==> src/rtl/spi_nor_flash_command_sequencer_defines.svh <==
// assertion macros for the sequencer rtl
// depends on nothing; included by modules that carry assertions
`ifndef SPI_NOR_FLASH_COMMAND_SEQUENCER_DEFINES_SVH
`define SPI_NOR_FLASH_COMMAND_SEQUENCER_DEFINES_SVH

// same-cycle implication, checked outside reset
`define SNFCS_ASSERT_NOW(label, clk, rst_n, ante, cons, msg) \
    label: assert property (@(posedge clk) disable iff (!rst_n) (ante) |-> (cons)) \
        else $error(msg);

// next-cycle implication, checked outside reset
`define SNFCS_ASSERT_NEXT(label, clk, rst_n, ante, cons, msg) \
    label: assert property (@(posedge clk) disable iff (!rst_n) (ante) |=> (cons)) \
        else $error(msg);

`endif

==> src/rtl/snfcs_pkg.sv <==
// types, codes and constants of the spi nor flash command sequencer
// no dependencies; used by every module of the block
`timescale 1ns / 1ps

package snfcs_pkg;

    localparam int          PAGE_BYTES_DEF  = 256;
    localparam logic [7:0]  DUMMY_VALUE_DEF = 8'hFF;
    localparam int          QUEUE_DEPTH_DEF = 4;

    typedef enum logic [3:0] {
        F_READ_ID     = 4'd0,
        F_READ_BEGIN  = 4'd1,
        F_READ_NEXT   = 4'd2,
        F_WRITE_BEGIN = 4'd3,
        F_WRITE_BYTE  = 4'd4,
        F_SECTOR_ERASE= 4'd5,
        F_BLOCK_ERASE = 4'd6,
        F_CHIP_ERASE  = 4'd7,
        F_STATUS      = 4'd8
    } t_func;

    typedef enum logic [2:0] {
        REG_WRITE_ENABLE = 3'd0,
        REG_READ_STATUS  = 3'd1,
        REG_PAGE_PROGRAM = 3'd2,
        REG_READ_DATA    = 3'd3,
        REG_READ_IDENT   = 3'd4,
        REG_SECTOR_ERASE = 3'd5,
        REG_BLOCK_ERASE  = 3'd6,
        REG_CHIP_ERASE   = 3'd7
    } t_reg_idx;

    typedef enum logic [3:0] {
        J_ERR     = 4'd0,
        J_ACK     = 4'd1,
        J_RDID    = 4'd2,
        J_RDBEGIN = 4'd3,
        J_RDNEXT  = 4'd4,
        J_WBYTE   = 4'd5,
        J_ERASE   = 4'd6,
        J_CHIP    = 4'd7,
        J_STBUSY  = 4'd8,
        J_STDONE  = 4'd9
    } t_job_kind;

    typedef struct packed {
        logic [7:0] op_write_enable;
        logic [7:0] op_read_status;
        logic [7:0] op_page_program;
        logic [7:0] op_read_data;
        logic [7:0] op_read_ident;
        logic [7:0] op_sector_erase;
        logic [7:0] op_block_erase;
        logic [7:0] op_chip_erase;
    } t_cfg;

    typedef struct packed {
        logic [3:0]  func;
        logic [23:0] address;
        logic [15:0] length;
        logic [7:0]  data_byte;
        logic [7:0]  status_value;
    } t_in_item;

    typedef struct packed {
        logic [7:0] mosi_byte;
        logic       send_byte;
        logic       select_before;
        logic       deselect_after;
        logic       capture_reply;
        logic       reply_is_status;
        logic       error_code;
        logic       last;
    } t_out_item;

    // flag_a: deselect on last byte (reads) or open a segment (write byte)
    // flag_b: write byte closes its segment and starts a poll
    typedef struct packed {
        t_job_kind   kind;
        logic [7:0]  op;
        logic [23:0] addr;
        logic [7:0]  data;
        logic        flag_a;
        logic        flag_b;
    } t_job;

endpackage

==> src/rtl/spi_nor_flash_command_sequencer.sv <==
// Host-side SPI NOR flash sequencer. Each request or returned status byte is classified in
// the front part, which keeps the operation state, and queued as one job; the back part plays
// the job out as one to eight byte frames, one frame per clock while the consumer is ready,
// through a registered output. A request is taken while the job queue has room; a job
// gives 8 frames for a write byte that opens and closes a page segment, 7 for a sector or
// block erase, 6 for a write byte that only opens a segment, 4 for read id, read begin and
// chip erase, 3 for a write byte that only closes a segment and 1 for the rest, so the back
// part and the consumer set the sustained rate. Page size must be a power of two.
// depends on snfcs_pkg, snfcs_front, snfcs_queue and snfcs_back
`timescale 1ns / 1ps

module spi_nor_flash_command_sequencer
    import snfcs_pkg::*;
#(
    parameter int         PAGE_BYTES  = PAGE_BYTES_DEF,
    parameter logic [7:0] DUMMY_VALUE = DUMMY_VALUE_DEF,
    parameter int         QUEUE_DEPTH = QUEUE_DEPTH_DEF
) (
    input  logic      i_clk,
    input  logic      i_rst_n,
    input  logic      i_cfg_we,
    input  logic [2:0] i_cfg_idx,
    input  logic [7:0] i_cfg_data,
    input  logic      i_in_valid,
    output logic      o_in_ready,
    input  t_in_item  i_in_item,
    output logic      o_out_valid,
    input  logic      i_out_ready,
    output t_out_item o_out_item
);

    t_cfg r_cfg;
    t_job front_job, q_job;
    logic push, q_full, q_valid, q_pop;

    always_ff @(posedge i_clk) begin
        if (!i_rst_n) begin
            r_cfg.op_write_enable <= 8'h06;
            r_cfg.op_read_status  <= 8'h05;
            r_cfg.op_page_program <= 8'h02;
            r_cfg.op_read_data    <= 8'h03;
            r_cfg.op_read_ident   <= 8'h9F;
            r_cfg.op_sector_erase <= 8'h20;
            r_cfg.op_block_erase  <= 8'hD8;
            r_cfg.op_chip_erase   <= 8'hC7;
        end else if (i_cfg_we) begin
            unique case (t_reg_idx'(i_cfg_idx))
                REG_WRITE_ENABLE: r_cfg.op_write_enable <= i_cfg_data;
                REG_READ_STATUS:  r_cfg.op_read_status  <= i_cfg_data;
                REG_PAGE_PROGRAM: r_cfg.op_page_program <= i_cfg_data;
                REG_READ_DATA:    r_cfg.op_read_data    <= i_cfg_data;
                REG_READ_IDENT:   r_cfg.op_read_ident   <= i_cfg_data;
                REG_SECTOR_ERASE: r_cfg.op_sector_erase <= i_cfg_data;
                REG_BLOCK_ERASE:  r_cfg.op_block_erase  <= i_cfg_data;
                REG_CHIP_ERASE:   r_cfg.op_chip_erase   <= i_cfg_data;
                default:          r_cfg.op_chip_erase   <= r_cfg.op_chip_erase;
            endcase
        end
    end

    snfcs_front #(
        .PAGE_BYTES (PAGE_BYTES)
    ) u_front (
        .i_clk      (i_clk),
        .i_rst_n    (i_rst_n),
        .i_cfg      (r_cfg),
        .i_in_valid (i_in_valid),
        .o_in_ready (o_in_ready),
        .i_in_item  (i_in_item),
        .i_q_full   (q_full),
        .o_push     (push),
        .o_job      (front_job)
    );

    snfcs_queue #(
        .DEPTH (QUEUE_DEPTH)
    ) u_queue (
        .i_clk   (i_clk),
        .i_rst_n (i_rst_n),
        .i_push  (push),
        .i_job   (front_job),
        .o_full  (q_full),
        .i_pop   (q_pop),
        .o_valid (q_valid),
        .o_job   (q_job)
    );

    snfcs_back #(
        .DUMMY_VALUE (DUMMY_VALUE)
    ) u_back (
        .i_clk       (i_clk),
        .i_rst_n     (i_rst_n),
        .i_cfg       (r_cfg),
        .i_q_valid   (q_valid),
        .i_q_job     (q_job),
        .o_q_pop     (q_pop),
        .o_out_valid (o_out_valid),
        .i_out_ready (i_out_ready),
        .o_out_item  (o_out_item)
    );

endmodule

==> src/rtl/snfcs_queue.sv <==
// small job fifo between the front and back parts of the sequencer
// depends on snfcs_pkg for the job type
`timescale 1ns / 1ps

module snfcs_queue
    import snfcs_pkg::*;
#(
    parameter int DEPTH = QUEUE_DEPTH_DEF
) (
    input  logic i_clk,
    input  logic i_rst_n,
    input  logic i_push,
    input  t_job i_job,
    output logic o_full,
    input  logic i_pop,
    output logic o_valid,
    output t_job o_job
);

    localparam int PW = (DEPTH > 1) ? $clog2(DEPTH) : 1;
    localparam int CW = $clog2(DEPTH + 1);

    t_job          r_mem [DEPTH];
    logic [PW-1:0] r_wr_ptr, r_rd_ptr;
    logic [CW-1:0] r_count;
    logic          do_push, do_pop;

    assign o_full  = (r_count == CW'(DEPTH));
    assign o_valid = (r_count != '0);
    assign o_job   = r_mem[r_rd_ptr];
    assign do_push = i_push && !o_full;
    assign do_pop  = i_pop && o_valid;

    always_ff @(posedge i_clk) begin
        if (do_push) begin
            r_mem[r_wr_ptr] <= i_job;
        end
    end

    always_ff @(posedge i_clk) begin
        if (!i_rst_n) begin
            r_wr_ptr <= '0;
            r_rd_ptr <= '0;
            r_count  <= '0;
        end else begin
            if (do_push) begin
                r_wr_ptr <= (r_wr_ptr == PW'(DEPTH - 1)) ? '0 : r_wr_ptr + 1'b1;
            end
            if (do_pop) begin
                r_rd_ptr <= (r_rd_ptr == PW'(DEPTH - 1)) ? '0 : r_rd_ptr + 1'b1;
            end
            if (do_push && !do_pop) begin
                r_count <= r_count + 1'b1;
            end else if (do_pop && !do_push) begin
                r_count <= r_count - 1'b1;
            end
        end
    end

endmodule

==> src/rtl/snfcs_front.sv <==
// front part: accepts requests, checks ordering, tracks the operation state
// and turns each request into one job; depends on snfcs_pkg
`timescale 1ns / 1ps

module snfcs_front
    import snfcs_pkg::*;
#(
    parameter int PAGE_BYTES = PAGE_BYTES_DEF
) (
    input  logic     i_clk,
    input  logic     i_rst_n,
    input  t_cfg     i_cfg,
    input  logic     i_in_valid,
    output logic     o_in_ready,
    input  t_in_item i_in_item,
    input  logic     i_q_full,
    output logic     o_push,
    output t_job     o_job
);

    // page size is a power of two: a page starts where the low bits are zero
    localparam int PAGE_W = $clog2(PAGE_BYTES);

    typedef enum logic [3:0] {
        PH_IDLE    = 4'b0001,
        PH_READING = 4'b0010,
        PH_WRITING = 4'b0100,
        PH_POLLING = 4'b1000
    } t_phase;

    t_phase      r_phase, n_phase;
    logic [23:0] r_cur_addr, n_cur_addr;
    logic [15:0] r_bytes_left, n_bytes_left;
    logic        r_seg_open, n_seg_open;
    logic        r_resume, n_resume;

    logic [15:0] left_dec;
    logic [23:0] addr_inc;
    logic        close_seg;
    logic        accept;
    t_job        job;

    assign o_in_ready = !i_q_full;
    assign accept     = i_in_valid && o_in_ready;
    assign o_push     = accept;
    assign o_job      = job;

    assign left_dec  = r_bytes_left - 16'd1;
    assign addr_inc  = r_cur_addr + 24'd1;
    assign close_seg = (left_dec == '0) || (addr_inc[PAGE_W-1:0] == '0);

    always_comb begin
        n_phase      = r_phase;
        n_cur_addr   = r_cur_addr;
        n_bytes_left = r_bytes_left;
        n_seg_open   = r_seg_open;
        n_resume     = r_resume;
        job.kind     = J_ERR;
        job.op       = '0;
        job.addr     = i_in_item.address;
        job.data     = i_in_item.data_byte;
        job.flag_a   = 1'b0;
        job.flag_b   = 1'b0;
        unique case (i_in_item.func)
            F_READ_ID: begin
                if (r_phase == PH_IDLE) begin
                    job.kind = J_RDID;
                    job.op   = i_cfg.op_read_ident;
                end
            end
            F_READ_BEGIN: begin
                if (r_phase == PH_IDLE) begin
                    job.kind   = J_RDBEGIN;
                    job.op     = i_cfg.op_read_data;
                    job.flag_a = (i_in_item.length == '0);
                    if (i_in_item.length != '0) begin
                        n_bytes_left = i_in_item.length;
                        n_phase      = PH_READING;
                    end
                end
            end
            F_READ_NEXT: begin
                if (r_phase == PH_READING && r_bytes_left != '0) begin
                    job.kind     = J_RDNEXT;
                    job.flag_a   = (left_dec == '0);
                    n_bytes_left = left_dec;
                    if (left_dec == '0) begin
                        n_phase = PH_IDLE;
                    end
                end
            end
            F_WRITE_BEGIN: begin
                if (r_phase == PH_IDLE) begin
                    job.kind = J_ACK;
                    if (i_in_item.length != '0) begin
                        n_cur_addr   = i_in_item.address;
                        n_bytes_left = i_in_item.length;
                        n_seg_open   = 1'b0;
                        n_phase      = PH_WRITING;
                    end
                end
            end
            F_WRITE_BYTE: begin
                if (r_phase == PH_WRITING && r_bytes_left != '0) begin
                    job.kind     = J_WBYTE;
                    job.op       = i_cfg.op_page_program;
                    job.addr     = r_cur_addr;
                    job.flag_a   = !r_seg_open;
                    job.flag_b   = close_seg;
                    n_cur_addr   = addr_inc;
                    n_bytes_left = left_dec;
                    n_seg_open   = !close_seg;
                    if (close_seg) begin
                        n_phase  = PH_POLLING;
                        n_resume = (left_dec != '0);
                    end
                end
            end
            F_SECTOR_ERASE, F_BLOCK_ERASE: begin
                if (r_phase == PH_IDLE) begin
                    job.kind = J_ERASE;
                    job.op   = (i_in_item.func == F_SECTOR_ERASE) ?
                               i_cfg.op_sector_erase : i_cfg.op_block_erase;
                    n_phase  = PH_POLLING;
                    n_resume = 1'b0;
                end
            end
            F_CHIP_ERASE: begin
                if (r_phase == PH_IDLE) begin
                    job.kind = J_CHIP;
                    job.op   = i_cfg.op_chip_erase;
                    n_phase  = PH_POLLING;
                    n_resume = 1'b0;
                end
            end
            F_STATUS: begin
                if (r_phase == PH_POLLING) begin
                    if (i_in_item.status_value[0]) begin
                        job.kind = J_STBUSY;
                    end else begin
                        job.kind = J_STDONE;
                        n_phase  = r_resume ? PH_WRITING : PH_IDLE;
                        n_resume = 1'b0;
                    end
                end
            end
            default: begin
                job.kind = J_ERR;
            end
        endcase
    end

    always_ff @(posedge i_clk) begin
        if (!i_rst_n) begin
            r_phase      <= PH_IDLE;
            r_cur_addr   <= '0;
            r_bytes_left <= '0;
            r_seg_open   <= 1'b0;
            r_resume     <= 1'b0;
        end else if (accept) begin
            r_phase      <= n_phase;
            r_cur_addr   <= n_cur_addr;
            r_bytes_left <= n_bytes_left;
            r_seg_open   <= n_seg_open;
            r_resume     <= n_resume;
        end
    end

endmodule

==> src/rtl/snfcs_back.sv <==
// back part: expands each queued job into spi byte frames, one per unstalled cycle,
// into a registered output stage; depends on snfcs_pkg and the defines header
`timescale 1ns / 1ps
`include "spi_nor_flash_command_sequencer_defines.svh"

module snfcs_back
    import snfcs_pkg::*;
#(
    parameter logic [7:0] DUMMY_VALUE = DUMMY_VALUE_DEF
) (
    input  logic      i_clk,
    input  logic      i_rst_n,
    input  t_cfg      i_cfg,
    input  logic      i_q_valid,
    input  t_job      i_q_job,
    output logic      o_q_pop,
    output logic      o_out_valid,
    input  logic      i_out_ready,
    output t_out_item o_out_item
);

    // a write byte without a segment to open skips write enable, opcode and address
    localparam logic [2:0] DATA_STEP = 3'd5;

    t_job       r_job;
    logic [2:0] r_step;
    logic       r_busy;
    t_out_item  r_out;
    logic       r_out_valid;

    t_out_item  frame;
    logic       load;

    function automatic t_out_item mk(input logic [7:0] b, input logic snd, input logic sel,
                                     input logic desel, input logic cap, input logic st,
                                     input logic err, input logic lst);
        t_out_item f;
        f.mosi_byte       = snd ? b : 8'd0;
        f.send_byte       = snd;
        f.select_before   = sel;
        f.deselect_after  = desel;
        f.capture_reply   = cap;
        f.reply_is_status = st;
        f.error_code      = err;
        f.last            = lst;
        return f;
    endfunction

    function automatic logic [7:0] addr_byte(input logic [23:0] a, input logic [1:0] k);
        logic [7:0] b;
        case (k)
            2'd0:    b = a[23:16];
            2'd1:    b = a[15:8];
            default: b = a[7:0];
        endcase
        return b;
    endfunction

    always_comb begin
        frame = mk(8'd0, 1'b0, 1'b0, 1'b0, 1'b0, 1'b0, 1'b1, 1'b1);
        unique case (r_job.kind)
            J_ERR: frame = mk(8'd0, 1'b0, 1'b0, 1'b0, 1'b0, 1'b0, 1'b1, 1'b1);
            J_ACK: frame = mk(8'd0, 1'b0, 1'b0, 1'b0, 1'b0, 1'b0, 1'b0, 1'b1);
            J_RDID: begin
                if (r_step == 3'd0) begin
                    frame = mk(r_job.op, 1'b1, 1'b1, 1'b0, 1'b0, 1'b0, 1'b0, 1'b0);
                end else begin
                    frame = mk(DUMMY_VALUE, 1'b1, 1'b0, r_step == 3'd3, 1'b1, 1'b0, 1'b0,
                               r_step == 3'd3);
                end
            end
            J_RDBEGIN: begin
                if (r_step == 3'd0) begin
                    frame = mk(r_job.op, 1'b1, 1'b1, 1'b0, 1'b0, 1'b0, 1'b0, 1'b0);
                end else begin
                    frame = mk(addr_byte(r_job.addr, 2'(r_step - 3'd1)), 1'b1, 1'b0,
                               r_job.flag_a && r_step == 3'd3, 1'b0, 1'b0, 1'b0,
                               r_step == 3'd3);
                end
            end
            J_RDNEXT: frame = mk(DUMMY_VALUE, 1'b1, 1'b0, r_job.flag_a, 1'b1, 1'b0, 1'b0, 1'b1);
            J_WBYTE: begin
                case (r_step)
                    3'd0: frame = mk(i_cfg.op_write_enable, 1'b1, 1'b1, 1'b1,
                                     1'b0, 1'b0, 1'b0, 1'b0);
                    3'd1: frame = mk(r_job.op, 1'b1, 1'b1, 1'b0, 1'b0, 1'b0, 1'b0, 1'b0);
                    3'd2, 3'd3, 3'd4:
                          frame = mk(addr_byte(r_job.addr, 2'(r_step - 3'd2)), 1'b1, 1'b0,
                                     1'b0, 1'b0, 1'b0, 1'b0, 1'b0);
                    3'd5: frame = mk(r_job.data, 1'b1, 1'b0, r_job.flag_b, 1'b0, 1'b0, 1'b0,
                                     !r_job.flag_b);
                    3'd6: frame = mk(i_cfg.op_read_status, 1'b1, 1'b1, 1'b0,
                                     1'b0, 1'b0, 1'b0, 1'b0);
                    default: frame = mk(DUMMY_VALUE, 1'b1, 1'b0, 1'b0, 1'b0, 1'b1, 1'b0, 1'b1);
                endcase
            end
            J_ERASE: begin
                case (r_step)
                    3'd0: frame = mk(i_cfg.op_write_enable, 1'b1, 1'b1, 1'b1,
                                     1'b0, 1'b0, 1'b0, 1'b0);
                    3'd1: frame = mk(r_job.op, 1'b1, 1'b1, 1'b0, 1'b0, 1'b0, 1'b0, 1'b0);
                    3'd2, 3'd3, 3'd4:
                          frame = mk(addr_byte(r_job.addr, 2'(r_step - 3'd2)), 1'b1, 1'b0,
                                     r_step == 3'd4, 1'b0, 1'b0, 1'b0, 1'b0);
                    3'd5: frame = mk(i_cfg.op_read_status, 1'b1, 1'b1, 1'b0,
                                     1'b0, 1'b0, 1'b0, 1'b0);
                    default: frame = mk(DUMMY_VALUE, 1'b1, 1'b0, 1'b0, 1'b0, 1'b1, 1'b0, 1'b1);
                endcase
            end
            J_CHIP: begin
                case (r_step)
                    3'd0: frame = mk(i_cfg.op_write_enable, 1'b1, 1'b1, 1'b1,
                                     1'b0, 1'b0, 1'b0, 1'b0);
                    3'd1: frame = mk(r_job.op, 1'b1, 1'b1, 1'b1, 1'b0, 1'b0, 1'b0, 1'b0);
                    3'd2: frame = mk(i_cfg.op_read_status, 1'b1, 1'b1, 1'b0,
                                     1'b0, 1'b0, 1'b0, 1'b0);
                    default: frame = mk(DUMMY_VALUE, 1'b1, 1'b0, 1'b0, 1'b0, 1'b1, 1'b0, 1'b1);
                endcase
            end
            J_STBUSY: frame = mk(DUMMY_VALUE, 1'b1, 1'b0, 1'b0, 1'b0, 1'b1, 1'b0, 1'b1);
            J_STDONE: frame = mk(8'd0, 1'b0, 1'b0, 1'b1, 1'b0, 1'b0, 1'b0, 1'b1);
            default:  frame = mk(8'd0, 1'b0, 1'b0, 1'b0, 1'b0, 1'b0, 1'b1, 1'b1);
        endcase
    end

    assign load    = r_busy && (!r_out_valid || i_out_ready);
    assign o_q_pop = i_q_valid && (!r_busy || (load && frame.last));

    assign o_out_valid = r_out_valid;
    assign o_out_item  = r_out;

    always_ff @(posedge i_clk) begin
        if (load) begin
            r_out <= frame;
        end
        if (o_q_pop) begin
            r_job <= i_q_job;
        end
    end

    always_ff @(posedge i_clk) begin
        if (!i_rst_n) begin
            r_busy      <= 1'b0;
            r_step      <= '0;
            r_out_valid <= 1'b0;
        end else begin
            if (load) begin
                r_out_valid <= 1'b1;
            end else if (i_out_ready) begin
                r_out_valid <= 1'b0;
            end
            // a pop happens only when idle or on the last frame of the current job
            if (o_q_pop) begin
                r_busy <= 1'b1;
                r_step <= (i_q_job.kind == J_WBYTE && !i_q_job.flag_a) ? DATA_STEP : 3'd0;
            end else if (load) begin
                if (frame.last) begin
                    r_busy <= 1'b0;
                end else begin
                    r_step <= r_step + 3'd1;
                end
            end
        end
    end

    `SNFCS_ASSERT_NEXT(a_job_held, i_clk, i_rst_n, load && !frame.last, r_busy,
                       "job dropped before its last frame")
    `SNFCS_ASSERT_NEXT(a_idle_when_drained, i_clk, i_rst_n,
                       load && frame.last && !i_q_valid, !r_busy,
                       "back still busy after its last frame")
    `SNFCS_ASSERT_NOW(a_error_single, i_clk, i_rst_n, r_out_valid && r_out.error_code,
                      r_out.last && !r_out.send_byte, "error result is not a lone frame")
    `SNFCS_ASSERT_NOW(a_no_byte_zero, i_clk, i_rst_n, r_out_valid && !r_out.send_byte,
                      r_out.mosi_byte == 8'd0, "byte shown on a frame without transfer")

endmodule

==> config.mk <==
export PLATFORM = sky130hd
export DESIGN_NAME = spi_nor_flash_command_sequencer
export DESIGN_NICKNAME = d
export VERILOG_FILES = /design/src/rtl/snfcs_pkg.sv /design/src/rtl/spi_nor_flash_command_sequencer.sv /design/src/rtl/snfcs_queue.sv /design/src/rtl/snfcs_front.sv /design/src/rtl/snfcs_back.sv
export VERILOG_INCLUDE_DIRS = /design/src /design/src/rtl
export SDC_FILE = /design/constraint.sdc
export NUM_CORES = 1
export LEC_CHECK = 0
export BUFFER_PORTS_ARGS = -buffer_cell sky130_fd_sc_hd__buf_2
export CAP_MARGIN = 25
export CELL_PAD_IN_SITES_DETAIL_PLACEMENT = 0
export CELL_PAD_IN_SITES_GLOBAL_PLACEMENT = 1
export CORE_AREA = 5 5 203 205
export DETAILED_ROUTE_END_ITERATION = 8
export DIE_AREA = 0 0 208 210
export PLACE_DENSITY_LB_ADDON = 0.1
export SLEW_MARGIN = 5
export SYNTH_ARGS = -nofsm -noshare
export SYNTH_HDL_FRONTEND = slang
export SYNTH_SLANG_ARGS = --single-unit
export TNS_END_PERCENT = 1
==> constraint.sdc <==
create_clock -name i_clk -period 5 [get_ports i_clk]
set_input_delay 1.25 -clock i_clk [delete_from_list [all_inputs] [get_ports i_clk]]
set_output_delay 1.25 -clock i_clk [all_outputs]
set_load 0.02 [all_outputs]
# [Word-level counts from Yosys, hierarchy flattened]
# Memory sizes are Yosys's and may differ from the RTL's. A register that Yosys moved wholly into a read port is not among the register bits.
# Cells that the tools add are included.
[totals] regBits=183 ram_bits=184 in_bits=76 out_inout_bits=17 elab_cells=234 n_memories=1
[op_classes] n_addsub=9 n_eq_ne=54 n_mux=75 reduce_logical=62
[mem_list] name="u_queue.r_mem" words=4 width=46 read_ports=1 rd_ports_with_merged_regs=1 write_ports=1 line_no="snfcs_queue.sv:23" source="t_job r_mem [DEPTH];"
[op_table] cell="one-hot mux 15 bit (9 select lines)" count=1
[op_table] cell="two-way mux 24 bit" count=4
[op_table] cell="one-hot mux 15 bit (5 select lines)" count=1
[op_table] cell="two-way mux 16 bit" count=4
[op_table] cell="one-hot mux 15 bit (4 select lines)" count=1
[op_table] cell="two-way mux 4 bit" count=12
[op_table] cell="one-hot mux 16 bit (3 select lines)" count=1
[op_table] cell="one-hot mux 24 bit (2 select lines)" count=1
[op_table] cell="nonzero test 16 bit" count=3
[op_table] cell="one-hot mux 15 bit (3 select lines)" count=1
[op_table] cell="== test 4 x 3 -> 1 bit (second input constant)" count=10
[op_table] cell="one-hot mux 8 bit (5 select lines)" count=1
[op_table] cell="two-way mux 35 bit" count=1
[op_table] cell="logical NOT 16 bit" count=2
[op_table] cell="one-hot mux 4 bit (8 select lines)" count=1
[op_table] cell="one-hot mux 8 bit (2 select lines)" count=2
[op_table] cell="two-way mux 15 bit" count=2
[op_table] cell="adder 24 x 1 -> 24 bit (second input constant)" count=1
[op_table] cell="== test 3 bit (second input constant)" count=8
[op_table] cell="two-way mux 3 bit" count=8
[op_table] cell="!= test 2 x 1 -> 1 bit (second input constant)" count=12
[op_table] cell="one-hot mux 4 bit (6 select lines)" count=1
[op_table] cell="two-way mux 11 bit" count=2
[op_table] cell="== test 4 x 2 -> 1 bit (second input constant)" count=5
[op_table] cell="other kinds (36)" count=115

# [Depth between registers and ports, before layout]
# Gate-level depths: netlist (run 1).
[depth] word_depth=12 mapped_depth=14 mapped_depth_nobuf=13

# [By module]
# A second synthesis (run 1) with hierarchy kept.
[hier_totals] cells_unflattened=1474 area_unflattened_um2=17279.1
[by_module_without_submodules] mod="snfcs_queue" instances=1 cells_per_inst=291 area_per_inst_um2=7181.9 seq_area_each_um2=5705.5
[by_module_without_submodules] mod="snfcs_front" instances=1 cells_per_inst=615 area_per_inst_um2=4056.4 seq_area_each_um2=920.9
[by_module_without_submodules] mod="snfcs_back" instances=1 cells_per_inst=330 area_per_inst_um2=3547.2 seq_area_each_um2=1931.9
[by_module_without_submodules] mod="spi_nor_flash_command_sequencer" instances=1 cells_per_inst=238 area_per_inst_um2=2493.6 seq_area_each_um2=1281.2

# [Worst setup path before layout (run 1)]
# No wires, ideal clock.
[synth_timing] path_type="register -> register" startpoint="register u_back.r_step[1]" endpoint="register u_queue.r_count[2]" setup_time_ns=0.070 arrival_time_ns=5.155 required_ns=4.930 slack_ns=-0.226 stages_incl_launch_ff=14 path_buffers=0 period_less_slack_ns=5.226 cell_sequence="dfxtp_1 -> clkinv_1 -> ha_1 -> or2_2 -> or4b_2 -> o221ai_1 -> o21ai_0 -> a21oi_2 -> inv_1 -> ha_1 -> fa_1 -> xnor2_1 -> or3_1 -> a21oi_1"
[synth_via] elab_chain_cells=11 elab_cells_between_ends=23 classes_between="eq/ne: 6; mux: 7; reduce/logical: 10"
[synth_rtl] element="start: declaration" line_no="snfcs_back.sv:26" source="logic [2:0] r_step;"
[synth_rtl] element="start signal: assignment" line_no="snfcs_back.sv:155" source="r_step <= (i_q_job.kind == J_WBYTE && !i_q_job.flag_a) ? DATA_STEP : 3'd0;"
[synth_rtl] element="start signal: assignment" line_no="snfcs_back.sv:160" source="r_step <= r_step + 3'd1;"
[synth_rtl] element="== test 3 x 2 -> 1 bit, or another cell as far along" line_no="snfcs_back.sv:83, snfcs_back.sv:98, snfcs_back.sv:111"
[synth_rtl] element="OR reduction 3 bit" line_no="snfcs_back.sv:83, snfcs_back.sv:98"
[synth_rtl] element="one-hot mux 15 bit (5 select lines) / one-hot mux 15 bit (4 select lines) (equally long branches)" line_no="snfcs_back.sv:83, snfcs_back.sv:98"
[synth_rtl] element="one-hot mux 15 bit (9 select lines) *" line_no="snfcs_back.sv:61" source="unique case (r_job.kind)"
[synth_rtl] element="logical AND 1 bit *" line_no="snfcs_back.sv:127" source="assign o_q_pop = i_q_valid && (!r_busy || (load && frame.last));"
[synth_rtl] element="logical OR 1 bit *" line_no="snfcs_back.sv:127"
[synth_rtl] element="logical AND 1 bit *" line_no="snfcs_back.sv:127"
[synth_rtl] element="net q_pop" line_no="spi_nor_flash_command_sequencer.sv:34" source="logic push, q_full, q_valid, q_pop;"
[synth_rtl] element="logical AND 1 bit *" line_no="snfcs_queue.sv:32" source="assign do_pop = i_pop && o_valid;"
[synth_rtl] element="logical NOT 1 bit" line_no="snfcs_queue.sv:52" source="if (do_push && !do_pop) begin"
[synth_rtl] element="logical AND 1 bit" line_no="snfcs_queue.sv:52"
[synth_rtl] element="two-way mux 3 bit / nonzero test 2 bit (equally long branches)"
[synth_rtl] element="end signal: assignment" line_no="snfcs_queue.sv:53" source="r_count <= r_count + 1'b1;"
[synth_rtl] element="end signal: assignment" line_no="snfcs_queue.sv:55" source="r_count <= r_count - 1'b1;"
[synth_rtl] element="end: declaration" line_no="snfcs_queue.sv:25" source="logic [CW-1:0] r_count;"
# Mark *: on every way through the listed nets, which the timed path passes. The rest lies on a longest branch.
# A chain may end at the register's enable or synchronous reset.

# [Final worst setup path (run 1)]
# Ends and elaborated chain as after synthesis.

==> results of run 1 <==
-- critical path: stages, from the launching register on --
cell,delay (ns)
dfxtp_1,0.53
clkinv_1,0.41
ha_1,0.33
or2_2,0.32
or4b_2,0.61
o221ai_1,0.25
o21ai_0,0.31
a21oi_4,0.23
inv_1,0.06
ha_1,0.24
fa_1,0.44
xnor2_1,0.15
or3_1,0.30
a21oi_1,0.14
-- path summary, 6_finish.rpt --
| path | slack (ns) | from | cells past startpoint | endpoint |
|---|---|---|---|---|
| max | 0.59 | u_back.r_step[1]$_SDFFE_PN0P_ | 13 | u_queue.r_count[2]$_SDFFE_PN0P_ |
| min | 0.45 | r_cfg[22]$_SDFFE_PN0P_ | 2 | r_cfg[22]$_SDFFE_PN0P_ |
| max reg2reg | 0.59 | u_back.r_step[1]$_SDFFE_PN0P_ | 13 | u_queue.r_count[2]$_SDFFE_PN0P_ |
| min reg2reg | 0.45 | r_cfg[22]$_SDFFE_PN0P_ | 2 | r_cfg[22]$_SDFFE_PN0P_ |
-- Yosys cell counts, types with 4 or more instances --
master     count
a221o_1        8
and2_1         6
and3_1         7
buf_1         22
clkbuf_1      63
nand3_1       48
nor4_1        13
o21bai_1       7
xor2_1         4
edfxtp_1     245
a31oi_1        8
a2111oi_0      4
nor3b_1        5
a22oi_1       29
inv_1         23
o31ai_1        6
a21oi_1      165
nand4_1       10
ha_1          15
buf_2          9
o21ai_0       44
o221a_2        5
or3_1          6
xnor2_1        5
nor2_1       119
nor4b_1        6
nor2b_1       15
mux4_2        46
or4_1          9
a22o_1         9
dfxtp_1      124
a211oi_1       5
nor3_1        29
nand2b_1      14
o221ai_1       5
o211ai_1       7
o22ai_1       18
mux2i_1       15
nand2_1      307
-- registers in the layout, summed over array words and instances, names as in the netlist, named ones only --
name	flops
u_back.o_out_item	15
u_front.r_seg_open	1
u_queue.r_wr_ptr	2
u_front.r_bytes_left	16
u_back.r_step	3
u_back.r_job	46
u_back.r_busy	1
u_back.o_out_valid	1
u_queue.r_count	3
u_queue.r_rd_ptr	2
u_front.r_cur_addr	24
u_front.r_phase	4
r_cfg	64
u_queue.r_mem	184
u_front.r_resume	1
-- power by group through the flow --
stage               combinational [mW]  sequential (mW)  clock, mW
CTS                               2.05             4.25       2.96
detailed placement                2.04             4.31          0
global placement                  2.03             4.30          0
global route                      2.25             4.30       3.09
floorplan                         1.49             4.15          0
finish                            2.03             4.24       2.87
-- cell type report --
| type | instances | area (sq um) | area share [%] |
|---|---|---|---|
| Sequential cell | 369 | 9840 | 52.0 |
| Multi-Input combinational cell | 1044 | 6380 | 33.7 |
| Clock buffer | 50 | 1070 | 5.65 |
| Timing Repair Buffer | 116 | 686 | 3.62 |
| Tap cell | 525 | 657 | 3.47 |
| Clock inverter | 24 | 208 | 1.10 |
| Inverter | 25 | 93.8 | 0.496 |
-- cells by family after synthesis --
family / Yosys count / synth area share (%)
and+or+nand+nor: 610 / 16.4
DFF: 369 / 59.1
AOI/OAI and AO/OA: 347 / 12.8
buffers and inverters: 120 / 2.82
muxes: 62 / 7.19
adders and majority gates: 16 / 1.25
xor gates and xnor gates: 9 / 0.473
-- stage by stage --
step / utilization, % / area (sq um) / worst slack (ns) / hold WS, ns / instances
finish: 48.2 / 18900 / 0.594 / 0.453 / 2153
global route: 48.2 / 18900 / 0.358 / 0.473 / 2153
CTS: 48.1 / 18900 / 0.590 / 0.454 / 2149
detailed placement: 44.8 / 17600 / 0.640 / 0.446 / 2075
global placement: 44.8 / 17600 / 0.678 / 0.442 / 2075
floorplan: - / 16700 / 0.305 / 0.432 / 1533
-- per-layer routing --
layer  up-vias  global-route usage (%)
li1       5801                       -
met1      5874                    28.5
met2       263                    30.4
met3        40                    3.29
met4         0                    4.03
met5         -                       0
==> impl_metrics.ini, run 1 <==
[outcome]
status = finished clean

[layout]
diodes = 0
layout_commonest_cell = nand2_1
n_fill_cell = 3648
syn2layout_area_growth_pct = 13.7
nets = 1689
drive_above_1_share_pct = 15.2
final_cell_mix = 307 x nand2_1, 245 x edfxtp_1, 165 x a21oi_1

[logic_synthesis]
synth_nets = 1625
synth_flop_cell = edfxtp_1
syn_avg_cell_area_sq_um = 10.9
synth.distinct_cells = 68
synth_edf_count = 245
seq_area_frac_synth_pct = 59.1
synthCells = 1533
synthTopCellsByArea = edfxtp_1 44%, dfxtp_1 15%, nand2_1 6.9%
yosysTopAreaCellShare_pct = 44.2
ys_async_sr_fraction_pct = 0
syn_area_sq_mm = 0.0167
synth_seq_cells = 369
yosys_warnings = 0
yosys.area.top_type = edfxtp_1

[worst_setup_path]
setup.worst_path.start_class = register
path_class = register to register
cp.required_ns = 5.47
endpoint_kind = register
crit_arrival_ns = 4.87
cp_max_fo = 9

[power_and_ir_drop]
p_per_area_mw_per_mm2 = 482
power_frac_clock_pct = 31.4
p_leak_nw = 6.66
p_total_mw = 9.13
power_frac_comb_pct = 22.2
intPower_mw = 6.39
netSwitchingPower_mw = 2.74
seqPwrFrac_pct = 46.4
ir_drop_mv = 0.269
p_sw_share_pct = 30.0

[placed_design]
place_congestion = 0.856
place_hpwl_um = 28700
portBuffers = 85

[cts]
postCtsResizedCells = 0
clk_pin_slew_ns = 0.06
numCtsBuffers = 41
cts_tree = built
cts_sinks = 369
clockBufferDepth = 3
post_cts_buffers = 0
htreeDepth = 2
worst_skew_pair.late_latency_ns = 0.55
root_buffer = clkbuf_16
cts_hold_buf = 0

[drt]
drt_first_iter_violations = 694
vias = 12000
wl_um = 42800
via_per_inst = 5.56
wl_met2_um = 19900
drc_errors = 0
wl_met1_um = 20300
ant_nets = 0
routed.top_layer = met4
wl_per_cell_um = 19.9
met3_length_um = 1880
first_pass_iters = 5

[floorplan]
core_area_sq_mm = 0.0393
dieArea_sq_mm = 0.0437
num_rows = 73
ioPinCount = 93
fp.dieW_um = 208
fp.dieH_um = 210
initial_core_util_pct = 42.4

[worst_hold_path]
min_path_type = register to register

[timing]
tightest_slew_ns = 0.886
hold_violations = 0
skew_ns = 0.0196
rsz0062_at_grt = no
fin_setup_tns_ns = 0
slew_viol_final = 0
fin_crit_sh_pct = 88.1
fmax_mhz = 227
period_needed_ns = 4.41
finalSetupViolCount = 0
slew_headroom_pct = 41.0

[grt]
grt_use_total_pct = 19.3
antenna_found_initial = 0
grt_max_degree = 57
grt_pass1_wl_um = 67300
grt_pass1_vias = 11400
overflow = 0

[flow_run]
maxCapViolations = 0
No activity file was read; power rests on OpenSTA's default activity.
==> inputs of run 2 (changes only) <==
CORE_AREA = 5 5 207 209   (was 5 5 203 205)
DIE_AREA = 0 0 212 214   (was 0 0 208 210)
SYNTH_HIERARCHICAL = 1   (was not set)
==> run 2 against run 1 <==
  * Die area rose by 3.9%
  * Sequential power grew 2%
  * Worst setup slack improved by 0.58 ns
  * Register-to-register slack better by 0.58 ns
  * Cell count is 3.2% lower
  * Clock-buffer cell count grew 4
  * Area after synthesis grew 3.7%
  * Core utilization decreased by 0.64 points
  * Combinational power up 9%
  * Largest power group unchanged
==> impl_metrics.ini, run 2 <==
[outcome]
status = finished clean

[timing]
fmax_mhz = 262
finalSetupViolCount = 0
tightest_slew_ns = 0.879
fin_crit_sh_pct = 76.5
rsz0062_at_grt = no
period_needed_ns = 3.82
skew_ns = 0.0108
fin_setup_tns_ns = 0
hold_violations = 0
slew_viol_final = 0
slew_headroom_pct = 41.0

[floorplan]
dieArea_sq_mm = 0.0454
core_area_sq_mm = 0.0406
num_rows = 74
fp.dieH_um = 214
ioPinCount = 93
fp.dieW_um = 212
initial_core_util_pct = 42.5

[cts]
numCtsBuffers = 40
clockBufferDepth = 3
root_buffer = clkbuf_16
cts_tree = built
htreeDepth = 2
cts_hold_buf = 0
cts_sinks = 369
post_cts_buffers = 0
clk_pin_slew_ns = 0.06
postCtsResizedCells = 0
worst_skew_pair.late_latency_ns = 0.55

[flow_run]
maxCapViolations = 0

[drt]
ant_nets = 0
first_pass_iters = 5
drc_errors = 0
wl_per_cell_um = 20.5
wl_um = 42700
via_per_inst = 5.56
vias = 11600
drt_first_iter_violations = 633

[logic_synthesis]
synth_edf_count = 245
synth.distinct_cells = 97
ys_async_sr_fraction_pct = 0
synth_seq_cells = 369
synth.most_common_cell = edfxtp_1
yosys.area.top_type = edfxtp_1
syn_avg_cell_area_sq_um = 11.7
synth_commonest_cells = 245 x edfxtp_1, 240 x nand2_1, 124 x dfxtp_1, 94 x nor2_1, 83 x a21oi_1
seq_area_frac_synth_pct = 56.9
synthTopCellsByArea = edfxtp_1 43%, dfxtp_1 14%, mux4_2 5.2%
yosysTopAreaCellShare_pct = 42.6
synth_nets = 1565
synth_flop_cell = edfxtp_1
yosys_warnings = 6
synthCells = 1474
syn_area_sq_mm = 0.0173

[worst_setup_path]
cp.required_ns = 5.47
setup.worst_path.start_class = register
crit_family = compound AO/OA/AOI/OAI gates
critPathMaxStageDelay_ns = 0.56
crit_arrival_ns = 4.29
cp_slowest_cell = ha_1
crit_chain = inv_1 -> ha_1 -> nand2b_4 -> a311oi_2 -> o22ai_4 -> o21ai_2 -> a21oi_4 -> o31ai_1 -> ha_1 -> inv_1 -> fa_1 -> xor2_1 -> or3_1 -> a21boi_0
critPathLaunch = u_back/r_step[0]$_SDFFE_PN0P_
worst-path-buf-inv = 2
reg2reg_from = u_back/r_step[0]$_SDFFE_PN0P_
endpoint_kind = register
path_class = register to register
cp_max_fo = 14

[grt]
grt_pass1_wl_um = 67600
overflow = 0
grt_max_degree = 85
antenna_found_initial = 0
grt_pass1_vias = 11500
grt_use_total_pct = 18.8

[placed_design]
place_congestion = 0.868
place_hpwl_um = 28500
placed_cell_area_sq_mm = 0.0180
portBuffers = 85
dp_cells = 2012

[layout]
final_cells = 2085
layout_commonest_cell = edfxtp_1
largest_reg_flops = 184
syn2layout_area_growth_pct = 11.9
n_fill_cell = 3687
final_cell_mix = 245 x edfxtp_1, 240 x nand2_1, 122 x dfxtp_1
regMostFlops = u_queue/r_mem
fin_area_sq_mm = 0.0193
nets = 1613
diodes = 0
drive_above_1_share_pct = 17.0
reg_top3 = u_queue/r_mem (184), r_cfg (64), u_back/r_job (46)

[worst_hold_path]
min_path_type = register to register
min_from = r_cfg[42]$_SDFFE_PN0P_

[power_and_ir_drop]
p_leak_nw = 6.98
p_total_mw = 9.54
p_per_area_mw_per_mm2 = 493
ir_drop_mv = 0.212
seqPwrFrac_pct = 45.2
netSwitchingPower_mw = 2.91
power_frac_clock_pct = 31.6
p_sw_share_pct = 30.5
intPower_mw = 6.63
power_frac_comb_pct = 23.2
## run 2: changes by cell type after synthesis, sizes merged, moves of 14 or more
cell,change
buf,+26
mux2i,+65
o21ai,+18
nor2b,+21
a21oi,-82
nand3,-23
clkbuf,-14
nor2,-22
nand2,-66
## run 2: worst paths after layout
| path | to | slack, ns | cells past startpoint |
|---|---|---|---|
| max | u_queue/r_count[2]$_SDFFE_PN0P_ | 1.18 | 14 |
| min | r_cfg[42]$_SDFFE_PN0P_ | 0.46 | 2 |
| max reg2reg | u_queue/r_count[2]$_SDFFE_PN0P_ | 1.18 | 14 |
| min reg2reg | r_cfg[42]$_SDFFE_PN0P_ | 0.46 | 2 |
## run 2: stage by stage
stage | hold slack [ns] | utilization [%] | setup slack [ns]
2_1_floorplan | 0.434 | - | 0.671
4_1_cts | 0.460 | 47.6 | 1.16
5_1_grt | 0.474 | 47.6 | 0.873
3_3_place_gp | 0.442 | 44.3 | 1.22
6_report | 0.458 | 47.6 | 1.18
3_5_place_dp | 0.447 | 44.3 | 1.19
## run 2: worst min-delay path, stage by stage, from the launching register on
cell and delay, ns:
dfxtp_1 0.31, nand2_1 0.05, mux2i_1 0.05
## run 2: logic make-up after synthesis
group,Yosys count,synth area share [%]
flops,369,56.9
mux,128,10.9
compound gates,298,11.5
fa+ha+maj,15,1.13
simple gates,528,15.2
xor+xnor,5,0.253
buf+inv,131,4.07
## run 2: power groups by stage
stage	Sequential [mW]	Combinational, mW	Clock (mW)
final	4.31	2.22	3.01
after global routing	4.37	2.44	3.23
after CTS	4.32	2.24	3.11
after detailed placement	4.38	2.23	0
after global placement	4.37	2.21	0
after floorplan	4.25	1.67	0
## run 2: final cells by class
type	instances	area [sq um]	share of cell area, %
Clock inverter	19	224	1.16
Inverter	24	90.1	0.466
Clock buffer	54	1110	5.77
Tap cell	532	666	3.44
Timing Repair Buffer	113	638	3.30
Sequential cell	369	9840	50.9
Multi-Input combinational cell	974	6760	35.0
## run 2: per-layer routing
layer,wire [um],global-route usage [%],part of all wire [%],vias to the layer above
met3,1790,2.94,4.2,48
met5,0,0,0,-
met1,20100,27.3,47,5696
met4,715,4.04,1.7,0
met2,20100,30.0,47,254
li1,-,-,-,5588
